File: config.mk
export PLATFORM = sky130hd
export DESIGN_NAME = page_fill_bitmap_tracker_top
export DESIGN_NICKNAME = d
export VERILOG_FILES = /design/src/pfbt_pkg.sv /design/src/pfbt_map_ram.sv /design/src/pfbt_word_scan.sv /design/src/pfbt_ctrl.sv /design/src/page_fill_bitmap_tracker_top.sv
export SDC_FILE = /design/constraint.sdc
export NUM_CORES = 2
export LEC_CHECK = 0
export BUFFER_PORTS_ARGS = -buffer_cell sky130_fd_sc_hd__clkbuf_2
export CAP_MARGIN = 20
export CORE_ASPECT_RATIO = 1.2
export CORE_MARGIN = 2
export CORE_UTILIZATION = 40
export CTS_CLUSTER_SIZE = 24
export DETAILED_ROUTE_END_ITERATION = 8
export PLACE_DENSITY = 0.53
export SYNTH_ARGS = -nofsm -noshare
export SYNTH_HDL_FRONTEND = slang
export SYNTH_HIERARCHICAL = 1
export SYNTH_SLANG_ARGS = --single-unit
File: constraint.sdc
create_clock -name clk -period 20.6 [get_ports clk]
set_clock_uncertainty 0.2 [all_clocks]
set_input_delay 4.12 -clock clk [delete_from_list [all_inputs] [get_ports clk]]
set_output_delay 4.12 -clock clk [all_outputs]
set_load 0.02 [all_outputs]
File: src/pfbt_pkg.sv
`default_nettype none
// ----------------------------------------------------------------------------
// pfbt_pkg
// Shared constants and types for the page fill bitmap tracker.
// ----------------------------------------------------------------------------
package pfbt_pkg;

    localparam int unsigned PAGE_SHIFT_DEFAULT = 20;
    localparam int unsigned MAP_WORDS_DEFAULT  = 64;

    // one map word holds 64 pages, msb first
    localparam int unsigned WORD_BITS = 64;
    localparam int unsigned BIT_IDX_W = 6;

    typedef enum logic [2:0] {
        ST_CLEAR,
        ST_IDLE,
        ST_PREP,
        ST_FWD,
        ST_BWD,
        ST_MARK,
        ST_CALC,
        ST_RESULT
    } pfbt_state_t;

    typedef struct packed {
        logic                 any;
        logic [BIT_IDX_W-1:0] first_bit;
        logic [BIT_IDX_W-1:0] last_bit;
    } scan_res_t;

endpackage
`default_nettype wire

File: src/pfbt_map_ram.sv
`default_nettype none
// ----------------------------------------------------------------------------
// pfbt_map_ram
// Page presence map: one write port, one read port, registered read data.
// ----------------------------------------------------------------------------
module pfbt_map_ram #(
    parameter int unsigned DEPTH = pfbt_pkg::MAP_WORDS_DEFAULT,
    parameter int unsigned AW    = 6
) (
    input  wire logic                           clk,
    input  wire logic                           rd_en,
    input  wire logic [AW-1:0]                  rd_addr,
    output logic      [pfbt_pkg::WORD_BITS-1:0] rd_data,
    input  wire logic                           wr_en,
    input  wire logic [AW-1:0]                  wr_addr,
    input  wire logic [pfbt_pkg::WORD_BITS-1:0] wr_data
);
    import pfbt_pkg::*;

    logic [WORD_BITS-1:0] mem [DEPTH];

    always_ff @(posedge clk)
    begin
        if (wr_en)
        begin
            mem[wr_addr] <= wr_data;
        end
    end

    always_ff @(posedge clk)
    begin
        if (rd_en)
        begin
            rd_data <= mem[rd_addr];
        end
    end

endmodule
`default_nettype wire

File: src/pfbt_word_scan.sv
`default_nettype none
// ----------------------------------------------------------------------------
// pfbt_word_scan
// Finds the lowest and highest missing page of one map word inside a bit
// range, and builds the fill mask for that range.
// ----------------------------------------------------------------------------
module pfbt_word_scan (
    input  wire logic [pfbt_pkg::WORD_BITS-1:0] word,
    input  wire logic [pfbt_pkg::BIT_IDX_W-1:0] lo_bit,
    input  wire logic [pfbt_pkg::BIT_IDX_W-1:0] hi_bit,
    output pfbt_pkg::scan_res_t                 res,
    output logic      [pfbt_pkg::WORD_BITS-1:0] fill_mask
);
    import pfbt_pkg::*;

    logic [WORD_BITS-1:0] miss;

    // index of lowest set bit, halving search
    function automatic logic [BIT_IDX_W-1:0] low_one(input logic [WORD_BITS-1:0] v);
        logic [WORD_BITS-1:0] t;
        logic [BIT_IDX_W-1:0] idx;
        t   = v;
        idx = '0;
        for (int k = BIT_IDX_W - 1; k >= 0; k--)
        begin
            if ((t & ((64'd1 << (1 << k)) - 64'd1)) == 64'd0)
            begin
                idx[k] = 1'b1;
                t      = t >> (1 << k);
            end
        end
        return idx;
    endfunction

    function automatic logic [BIT_IDX_W-1:0] high_one(input logic [WORD_BITS-1:0] v);
        logic [WORD_BITS-1:0] r;
        for (int i = 0; i < WORD_BITS; i++)
        begin
            r[i] = v[WORD_BITS-1-i];
        end
        return BIT_IDX_W'(WORD_BITS - 1) - low_one(r);
    endfunction

    // page offset i sits at word bit 63-i
    always_comb
    begin
        for (int i = 0; i < WORD_BITS; i++)
        begin
            fill_mask[WORD_BITS-1-i] = (BIT_IDX_W'(i) >= lo_bit) && (BIT_IDX_W'(i) <= hi_bit);
            miss[i] = fill_mask[WORD_BITS-1-i] & ~word[WORD_BITS-1-i];
        end
        res.any       = |miss;
        res.first_bit = low_one(miss);
        res.last_bit  = high_one(miss);
    end

endmodule
`default_nettype wire

File: src/pfbt_ctrl.sv
`default_nettype none
// ----------------------------------------------------------------------------
// pfbt_ctrl
// Request sequencer: clamps the byte range, scans the map forward and
// backward one word a cycle, marks the missing span and forms the result.
// ----------------------------------------------------------------------------
module pfbt_ctrl #(
    parameter int unsigned PAGE_SHIFT = pfbt_pkg::PAGE_SHIFT_DEFAULT,
    parameter int unsigned MAP_WORDS  = pfbt_pkg::MAP_WORDS_DEFAULT,
    parameter int unsigned WA_W       = 6
) (
    input  wire logic                           clk,
    input  wire logic                           rst_n,
    input  wire logic                           in_valid,
    input  wire logic                           in_func,
    input  wire logic [31:0]                    in_start,
    input  wire logic [31:0]                    in_end,
    output logic                                busy,
    input  wire logic [31:0]                    file_length,
    output logic                                rd_en,
    output logic      [WA_W-1:0]                rd_addr,
    input  wire logic [pfbt_pkg::WORD_BITS-1:0] rd_data,
    output logic                                wr_en,
    output logic      [WA_W-1:0]                wr_addr,
    output logic      [pfbt_pkg::WORD_BITS-1:0] wr_data,
    output logic                                res_valid,
    input  wire logic                           res_take,
    output logic                                res_fetch,
    output logic      [11:0]                    res_first,
    output logic      [11:0]                    res_last,
    output logic      [31:0]                    res_offset,
    output logic      [31:0]                    res_length
);
    import pfbt_pkg::*;

    localparam int unsigned PG_W      = WA_W + BIT_IDX_W;
    localparam int unsigned MAP_PAGES = MAP_WORDS * WORD_BITS;
    // wide enough for the byte span and for the full file_length
    localparam int unsigned OFF_RAW   = PG_W + PAGE_SHIFT + 1;
    localparam int unsigned OFF_W     = (OFF_RAW > 33) ? OFF_RAW : 33;

    pfbt_state_t          state_reg, state_next;
    logic [WA_W-1:0]      ptr_reg, ptr_next;
    logic [WA_W-1:0]      chk_reg, chk_next;
    logic                 dv_reg, dv_next;
    logic                 issued_reg, issued_next;
    logic                 clr_res_reg, clr_res_next;
    logic                 found_reg, found_next;
    logic [31:0]          sb_reg, sb_next;
    logic [31:0]          e_reg, e_next;
    logic [PG_W-1:0]      lo_pg_reg, lo_pg_next;
    logic [PG_W-1:0]      hi_pg_reg, hi_pg_next;
    logic [PG_W-1:0]      first_reg, first_next;
    logic [PG_W-1:0]      last_reg, last_next;
    logic [OFF_W-1:0]     off_reg, off_next;
    logic [OFF_W-1:0]     endb_reg, endb_next;

    logic [WA_W-1:0]      lo_w, hi_w;
    logic [BIT_IDX_W-1:0] lo_bit, hi_bit;
    logic [PG_W-1:0]      p0, p1;
    scan_res_t            scan;
    logic [WORD_BITS-1:0] fill_mask;
    logic [OFF_W-1:0]     span, room, len;
    logic [31:0]          first32, last32;

    function automatic logic [PG_W-1:0] to_page(input logic [31:0] b);
        logic [31:0] q;
        q = b >> PAGE_SHIFT;
        return (q > 32'(MAP_PAGES - 1)) ? PG_W'(MAP_PAGES - 1) : PG_W'(q);
    endfunction

    assign lo_w   = lo_pg_reg[PG_W-1:BIT_IDX_W];
    assign hi_w   = hi_pg_reg[PG_W-1:BIT_IDX_W];
    assign lo_bit = (chk_reg == lo_w) ? lo_pg_reg[BIT_IDX_W-1:0] : '0;
    assign hi_bit = (chk_reg == hi_w) ? hi_pg_reg[BIT_IDX_W-1:0] : '1;
    assign p0     = to_page(sb_reg);
    assign p1     = to_page(e_reg);

    pfbt_word_scan u_scan (
        .word      (rd_data),
        .lo_bit    (lo_bit),
        .hi_bit    (hi_bit),
        .res       (scan),
        .fill_mask (fill_mask)
    );

    // offset never exceeds file_length, so room does not wrap
    assign span    = endb_reg - off_reg;
    assign room    = OFF_W'(file_length) - off_reg;
    assign len     = (span < room) ? span : room;
    assign first32 = 32'(first_reg);
    assign last32  = 32'(last_reg);

    assign busy       = (state_reg != ST_IDLE);
    assign res_valid  = (state_reg == ST_RESULT);
    assign res_fetch  = found_reg;
    assign res_first  = found_reg ? first32[11:0] : '0;
    assign res_last   = found_reg ? last32[11:0] : '0;
    assign res_offset = found_reg ? 32'(off_reg) : '0;
    assign res_length = found_reg ? 32'(len) : '0;

    always_ff @(posedge clk or negedge rst_n)
    begin
        if (!rst_n)
        begin
            state_reg   <= ST_CLEAR;
            ptr_reg     <= '0;
            dv_reg      <= 1'b0;
            issued_reg  <= 1'b0;
            clr_res_reg <= 1'b0;
            found_reg   <= 1'b0;
        end
        else
        begin
            state_reg   <= state_next;
            ptr_reg     <= ptr_next;
            dv_reg      <= dv_next;
            issued_reg  <= issued_next;
            clr_res_reg <= clr_res_next;
            found_reg   <= found_next;
        end
    end

    always_ff @(posedge clk)
    begin
        chk_reg   <= chk_next;
        sb_reg    <= sb_next;
        e_reg     <= e_next;
        lo_pg_reg <= lo_pg_next;
        hi_pg_reg <= hi_pg_next;
        first_reg <= first_next;
        last_reg  <= last_next;
        off_reg   <= off_next;
        endb_reg  <= endb_next;
    end

    always_comb
    begin
        state_next   = state_reg;
        ptr_next     = ptr_reg;
        chk_next     = chk_reg;
        dv_next      = dv_reg;
        issued_next  = issued_reg;
        clr_res_next = clr_res_reg;
        found_next   = found_reg;
        sb_next      = sb_reg;
        e_next       = e_reg;
        lo_pg_next   = lo_pg_reg;
        hi_pg_next   = hi_pg_reg;
        first_next   = first_reg;
        last_next    = last_reg;
        off_next     = off_reg;
        endb_next    = endb_reg;
        rd_en        = 1'b0;
        rd_addr      = ptr_reg;
        wr_en        = 1'b0;
        wr_addr      = chk_reg;
        wr_data      = '0;

        unique case (state_reg)
            ST_CLEAR:
            begin
                wr_en   = 1'b1;
                wr_addr = ptr_reg;
                if (ptr_reg == WA_W'(MAP_WORDS - 1))
                begin
                    ptr_next     = '0;
                    found_next   = 1'b0;
                    clr_res_next = 1'b0;
                    state_next   = clr_res_reg ? ST_CALC : ST_IDLE;
                end
                else
                begin
                    ptr_next = ptr_reg + WA_W'(1);
                end
            end
            ST_IDLE:
            begin
                if (in_valid)
                begin
                    if (in_func)
                    begin
                        clr_res_next = 1'b1;
                        ptr_next     = '0;
                        state_next   = ST_CLEAR;
                    end
                    else
                    begin
                        sb_next    = in_start;
                        e_next     = (in_end < file_length) ? in_end : file_length;
                        state_next = ST_PREP;
                    end
                end
            end
            ST_PREP:
            begin
                found_next = 1'b0;
                // start at or past the clamped end: nothing to look at
                if (!(sb_reg < e_reg))
                begin
                    state_next = ST_CALC;
                end
                else
                begin
                    lo_pg_next  = p0;
                    hi_pg_next  = p1;
                    ptr_next    = p0[PG_W-1:BIT_IDX_W];
                    dv_next     = 1'b0;
                    issued_next = 1'b0;
                    state_next  = ST_FWD;
                end
            end
            ST_FWD:
            begin
                rd_en    = !issued_reg;
                dv_next  = rd_en;
                chk_next = ptr_reg;
                if (rd_en)
                begin
                    issued_next = (ptr_reg == hi_w);
                    if (ptr_reg != hi_w)
                    begin
                        ptr_next = ptr_reg + WA_W'(1);
                    end
                end
                if (dv_reg)
                begin
                    if (scan.any)
                    begin
                        first_next  = {chk_reg, scan.first_bit};
                        ptr_next    = hi_w;
                        issued_next = 1'b0;
                        dv_next     = 1'b0;
                        state_next  = ST_BWD;
                    end
                    else if (chk_reg == hi_w)
                    begin
                        dv_next    = 1'b0;
                        state_next = ST_CALC;
                    end
                end
            end
            ST_BWD:
            begin
                rd_en    = !issued_reg;
                dv_next  = rd_en;
                chk_next = ptr_reg;
                if (rd_en)
                begin
                    issued_next = (ptr_reg == lo_w);
                    if (ptr_reg != lo_w)
                    begin
                        ptr_next = ptr_reg - WA_W'(1);
                    end
                end
                if (dv_reg)
                begin
                    if (scan.any)
                    begin
                        last_next   = {chk_reg, scan.last_bit};
                        found_next  = 1'b1;
                        lo_pg_next  = first_reg;
                        hi_pg_next  = {chk_reg, scan.last_bit};
                        ptr_next    = first_reg[PG_W-1:BIT_IDX_W];
                        issued_next = 1'b0;
                        dv_next     = 1'b0;
                        state_next  = ST_MARK;
                    end
                    else if (chk_reg == lo_w)
                    begin
                        dv_next    = 1'b0;
                        state_next = ST_CALC;
                    end
                end
            end
            ST_MARK:
            begin
                // read runs one word ahead of the write back
                rd_en    = !issued_reg;
                dv_next  = rd_en;
                chk_next = ptr_reg;
                if (rd_en)
                begin
                    issued_next = (ptr_reg == hi_w);
                    if (ptr_reg != hi_w)
                    begin
                        ptr_next = ptr_reg + WA_W'(1);
                    end
                end
                if (dv_reg)
                begin
                    wr_en   = 1'b1;
                    wr_addr = chk_reg;
                    wr_data = rd_data | fill_mask;
                    if (chk_reg == hi_w)
                    begin
                        dv_next    = 1'b0;
                        state_next = ST_CALC;
                    end
                end
            end
            ST_CALC:
            begin
                off_next   = OFF_W'(first_reg) << PAGE_SHIFT;
                endb_next  = (OFF_W'(last_reg) + OFF_W'(1)) << PAGE_SHIFT;
                state_next = ST_RESULT;
            end
            ST_RESULT:
            begin
                if (res_take)
                begin
                    state_next = ST_IDLE;
                end
            end
            default:
            begin
                state_next = ST_IDLE;
            end
        endcase
    end

endmodule
`default_nettype wire

File: src/page_fill_bitmap_tracker_top.sv
// ----------------------------------------------------------------------------
// page_fill_bitmap_tracker_top
// Page presence bitmap for a bound file. A fill beat (func 0) clamps its byte
// range to file_length, finds the first and last missing page, marks the span
// between them present and returns the fetch offset and length; a clear beat
// (func 1) empties the map. One beat is handled at a time, and every beat
// gives one result beat. The map lives in a MAP_WORDS x 64 memory with one
// read and one write port, and the read port walks one word per cycle: a fill
// reads the words forward to the first missing page, backward to the last one
// and across the marked span, and those words add up to at most MAP_WORDS + 2.
// A clear writes every map word to zero. A result that finds the output
// register still full waits in the sequencer until it drains. After reset the
// map is swept to zero with in_stall high. file_length is written through
// cfg_wr_en and cfg_wr_data; the user must write it only while no beat is in
// flight, and the block itself does not enforce this. The result sits in an
// output register, so a new beat is taken while the last result is still
// stalled.
// ----------------------------------------------------------------------------
`default_nettype none
module page_fill_bitmap_tracker_top #(
    parameter int unsigned PAGE_SHIFT = pfbt_pkg::PAGE_SHIFT_DEFAULT,
    parameter int unsigned MAP_WORDS  = pfbt_pkg::MAP_WORDS_DEFAULT
) (
    input  wire logic        clk,
    input  wire logic        rst_n,
    input  wire logic        in_valid,
    output logic             in_stall,
    input  wire logic        func,
    input  wire logic [31:0] start_byte,
    input  wire logic [31:0] end_byte,
    output logic             out_valid,
    input  wire logic        out_stall,
    output logic             must_fetch,
    output logic      [11:0] first_missing_page,
    output logic      [11:0] last_missing_page,
    output logic      [31:0] fetch_offset,
    output logic      [31:0] fetch_length,
    input  wire logic        cfg_wr_en,
    input  wire logic [31:0] cfg_wr_data
);
    import pfbt_pkg::*;

    localparam int unsigned WA_W = (MAP_WORDS > 1) ? $clog2(MAP_WORDS) : 1;

    logic [31:0]          file_length_reg;
    logic                 out_valid_reg;
    logic                 must_fetch_reg;
    logic [11:0]          first_reg;
    logic [11:0]          last_reg;
    logic [31:0]          offset_reg;
    logic [31:0]          length_reg;

    logic                 busy;
    logic                 rd_en;
    logic [WA_W-1:0]      rd_addr;
    logic [WORD_BITS-1:0] rd_data;
    logic                 wr_en;
    logic [WA_W-1:0]      wr_addr;
    logic [WORD_BITS-1:0] wr_data;
    logic                 res_valid;
    logic                 res_take;
    logic                 res_fetch;
    logic [11:0]          res_first;
    logic [11:0]          res_last;
    logic [31:0]          res_offset;
    logic [31:0]          res_length;

    pfbt_map_ram #(
        .DEPTH (MAP_WORDS),
        .AW    (WA_W)
    ) u_map (
        .clk     (clk),
        .rd_en   (rd_en),
        .rd_addr (rd_addr),
        .rd_data (rd_data),
        .wr_en   (wr_en),
        .wr_addr (wr_addr),
        .wr_data (wr_data)
    );

    pfbt_ctrl #(
        .PAGE_SHIFT (PAGE_SHIFT),
        .MAP_WORDS  (MAP_WORDS),
        .WA_W       (WA_W)
    ) u_ctrl (
        .clk         (clk),
        .rst_n       (rst_n),
        .in_valid    (in_valid),
        .in_func     (func),
        .in_start    (start_byte),
        .in_end      (end_byte),
        .busy        (busy),
        .file_length (file_length_reg),
        .rd_en       (rd_en),
        .rd_addr     (rd_addr),
        .rd_data     (rd_data),
        .wr_en       (wr_en),
        .wr_addr     (wr_addr),
        .wr_data     (wr_data),
        .res_valid   (res_valid),
        .res_take    (res_take),
        .res_fetch   (res_fetch),
        .res_first   (res_first),
        .res_last    (res_last),
        .res_offset  (res_offset),
        .res_length  (res_length)
    );

    // output slot is free when empty or being drained this cycle
    assign res_take = !out_valid_reg || !out_stall;
    assign in_stall = busy;

    always_ff @(posedge clk or negedge rst_n)
    begin
        if (!rst_n)
        begin
            file_length_reg <= '0;
            out_valid_reg   <= 1'b0;
        end
        else
        begin
            if (cfg_wr_en)
            begin
                file_length_reg <= cfg_wr_data;
            end
            if (res_take)
            begin
                out_valid_reg <= res_valid;
            end
        end
    end

    always_ff @(posedge clk)
    begin
        if (res_valid && res_take)
        begin
            must_fetch_reg <= res_fetch;
            first_reg      <= res_first;
            last_reg       <= res_last;
            offset_reg     <= res_offset;
            length_reg     <= res_length;
        end
    end

    assign out_valid          = out_valid_reg;
    assign must_fetch         = must_fetch_reg;
    assign first_missing_page = first_reg;
    assign last_missing_page  = last_reg;
    assign fetch_offset       = offset_reg;
    assign fetch_length       = length_reg;

endmodule
`default_nettype wire

==> results.md <==
* Synth Register Bits at 4438
* First-pass GRT wire length at 762 mm
* Layout Nets at 9358
* Endpoint type of the worst setup path: register
* VDD IR max at 0.0927 mV
* Clk sinks at 4438
* Layout cell share with drive strength beyond 1 at 25.7%
* Worst Tran Pin Value at 1230 ps
* RSZ-0062 raised after global routing: no
* Number of synthesized flops with an enable pin at 4392
* Clock transition at path regs at 60 ps
* CTS resizes at 0
* Mean Syn Cell Area at 20.3 µm²
* GR Util met2 at 41.9%
* Fin worst setup slack at 13620 ps
* Critical path class: register to register
* Placement Setup Slack at 13190 ps
* Max Freq at 143 MHz
* Ys flop type: edfxtp_1
* Area fraction of the dominant cell type after synthesis at 74.9%
* Library cells used by synthesis at 110
* Die height at 731 µm
* Area grow syn2layout at 13.5%
* Initial antenna violation count at 16
* Worst skew pair latency at 1040 ps
* Worst setup SP type: register
* Die Span X at 610 µm
* Leading registers by flop count: u_map/mem (4096), u_map/rd_data (64)
* Port Buffers at 192
* Delay-heaviest family, CP: simple AND/OR/NAND/NOR gates
* Placement Cell Area at 0.186 mm²
* Worst-path cell chain: xnor2_1, nand4_1, nor3_1, buf_4, nand2b_2, buf_4, nor4_2, or4bb_1, o311ai_1, nor4b_4, nand2_1, a21boi_4, inv_4, o21ai_2, a31oi_1, a2111oi_2, a21boi_1, or4b_1, nand2_1, o21ai_0
* Final Max Slew Viols at 0
* Total vias in the final route at 92.6k
* Worst Path Buf+Inv at 3
* Post-synth top area cell: edfxtp_1
* Remaining Overflow, GRT at 0
* Top cells by area, synth: edfxtp_1 (75%), mux4_2 (13%), mux2i_1 (0.89%)
* Mapped Area at 0.176 mm²
* P_leak at 62.6 nW
* Met3 usage at 3.20%
* Cts bufs inserted at 440
* Crit Path Max Fanout at 40
* GR met1 Demand/Resource at 32.3%
* Pin count of the biggest net entering global routing at 99
* Tot Pwr at 26.0 mW
* Hold Buf Count CTS at 0
* Flip-flop and latch area at 0.133 mm²
* Power per cell area at 130 mW/mm²
* Clk root buf: clkbuf_16
* Number of synthesis warnings at 6
* Ys async rst share at 1.04%
* Max-cap violations at 0
* CP Launch Point: u_ctrl/chk_reg[4]
* Worst Hold Class: register to register
* Final period utilization at 33.9%
* Layer with the highest usage: met2
* RePlAce Congestion at 0.878
* Post-Syn Instances at 8664
* IO Count at 193
* Most frequent cell after synthesis: edfxtp_1
* Final ANT Viol Nets at 0
* CTS tree: yes
* DR pass1 iterations at 6
* Largest stage delay on the critical path at 800 ps
* Total track usage at 24.4%
* Std-Cell Rows at 266
* Worst EP arrival at 7550 ps
* Setup violations, final at 0
* Core footprint at 0.438 mm²
* Largest register FFs at 4096
* Top cells by count, synth: edfxtp_1 (4392), mux4_2 (1024), nor2_1 (363)
* Final Critical Period at 6980 ps
* DRC viols at 0
* Register name with the most flops: u_map/mem
* Routed len/inst at 36.1 µm
* FILL cells at 36.7k
* # Post-CTS Setup Buffers at 0
* Final Hold Viols at 0
* H-tree lvl count at 5
* TNS Setup at 0 ps
* Clk buf depth at 4
* CP max stage cell: nor4_2
* DR vias/cell at 6.05
* Worst hold path startpoint: u_ctrl/off_reg[23]
* Area of the multi-input gates at 0.0411 mm²
* R2r startpoint: u_ctrl/chk_reg[4]
* Final non-filler cell area at 0.200 mm²
* Initial Utilization at 40.2%
* DRT iter0 DRCs at 11.0k
* Hpwl dp at 319 mm
* Die ar. at 0.446 mm²
* Post-Route WL at 552 mm
* Outcome: complete, no violations
* Critical Path RT at 21170 ps
* Post-synthesis sequential area ratio at 75.5%
* Vias in the first global route at 93.8k
* Rel. slew slack at 18.2%
[worst register-to-register path, stage by stage (launching register included)]
cell and delay [ps]:
edfxtp_1 540, xnor2_1 230, nand4_1 140, nor3_1 150, buf_4 240, nand2b_2 80, buf_4 290, nor4_2 850
or4bb_1 360, o311ai_1 240, nor4b_4 490, nand2_1 240, a21boi_4 650, inv_4 230, o21ai_2 500, a31oi_1 120
a2111oi_2 360, a21boi_1 100, or4b_1 540, nand2_1 80, o21ai_0 80
[worst paths after layout]
kind                                       endpoint  slack, ps  depth (start not counted)
worst max-delay path            u_ctrl/hi_pg_reg[1]      13620                         20
worst min-delay path               fetch_offset[23]        360                          1
worst max register to register  u_ctrl/hi_pg_reg[1]      13620                         20
worst min register to register     fetch_offset[23]        360                          1
max in group asynchronous         u_ctrl/rd_addr[1]      16620                          2
min in group asynchronous       file_length_reg[22]       3020                          2
[metrics by stage]
stage / utilization, % / instances / hold WS [ps]
after floorplan: - / 8683 / 241
after CTS: 45.6 / 15300 / 360
after global placement: 42.3 / 14400 / 340
final: 45.7 / 15300 / 357
after detailed placement: 42.4 / 14500 / 337
after global routing: 45.7 / 15300 / 384
[cell usage in the layout, fill, tap and decap left out, drive strengths merged, types with 30 or more instances in the layout]
| cell | instances |
|---|---|
| a21oi | 98 |
| a211oi | 51 |
| nand2b | 30 |
| mux4 | 1024 |
| and3 | 30 |
| buf | 349 |
| a22oi | 132 |
| nor2 | 364 |
| and2 | 56 |
| dfrtp | 46 |
| o221ai | 37 |
| a31oi | 65 |
| nand4 | 101 |
| nand2 | 319 |
| nor3 | 46 |
| nor2b | 46 |
| inv | 128 |
| mux2 | 69 |
| xnor2 | 32 |
| o22ai | 85 |
| o21a | 68 |
| or3 | 67 |
| o21ai | 126 |
| clkinv | 220 |
| nand3 | 211 |
| mux2i | 157 |
| edfxtp | 4392 |
| bufinv | 35 |
| ha | 102 |
| clkbuf | 725 |
[where the power goes]
| group | internal, mW | switching [mW] |
|---|---|---|
| combinational | 2.38 | 4.40 |
| sequential | 11.0 | 0.322 |
| clock | 4.40 | 3.46 |
[per-layer routing]
| metal | wire length (µm) | vias up |
|---|---|---|
| met3 | 35200 | 802 |
| met1 | 220000 | 51100 |
| met5 | 53 | - |
| met2 | 276000 | 3784 |
| li1 | - | 36900 |
| met4 | 20200 | 8 |
[cells by family (layout without fill, tap and decap cells)]
kind of cell               count (synthesis)  after routing  share of synthesized area (%)
AOI/OAI and AO/OA                        819            819                           3.26
buffers and inverters                    634           1471                           1.82
DFF                                     4438           4438                           75.5
adders and majority gates                104            104                          0.747
and+or+nand+nor                         1362           1362                           3.81
muxes                                   1250           1250                           14.6
xor gates and xnor gates                  56             56                          0.278
other                                      1             30                        0.00213
[cell type report]
cell class,count,share of cell area (%)
sequential,4438,66.5
timing repair buffer,543,2.13
antenna,10,0.0125
inverter,118,0.223
multi-input combinational,3611,20.5
clock buffer,532,5.75
clock inverter,278,1.20
tap,5762,3.61
No activity file was read; power rests on OpenSTA's default activity.
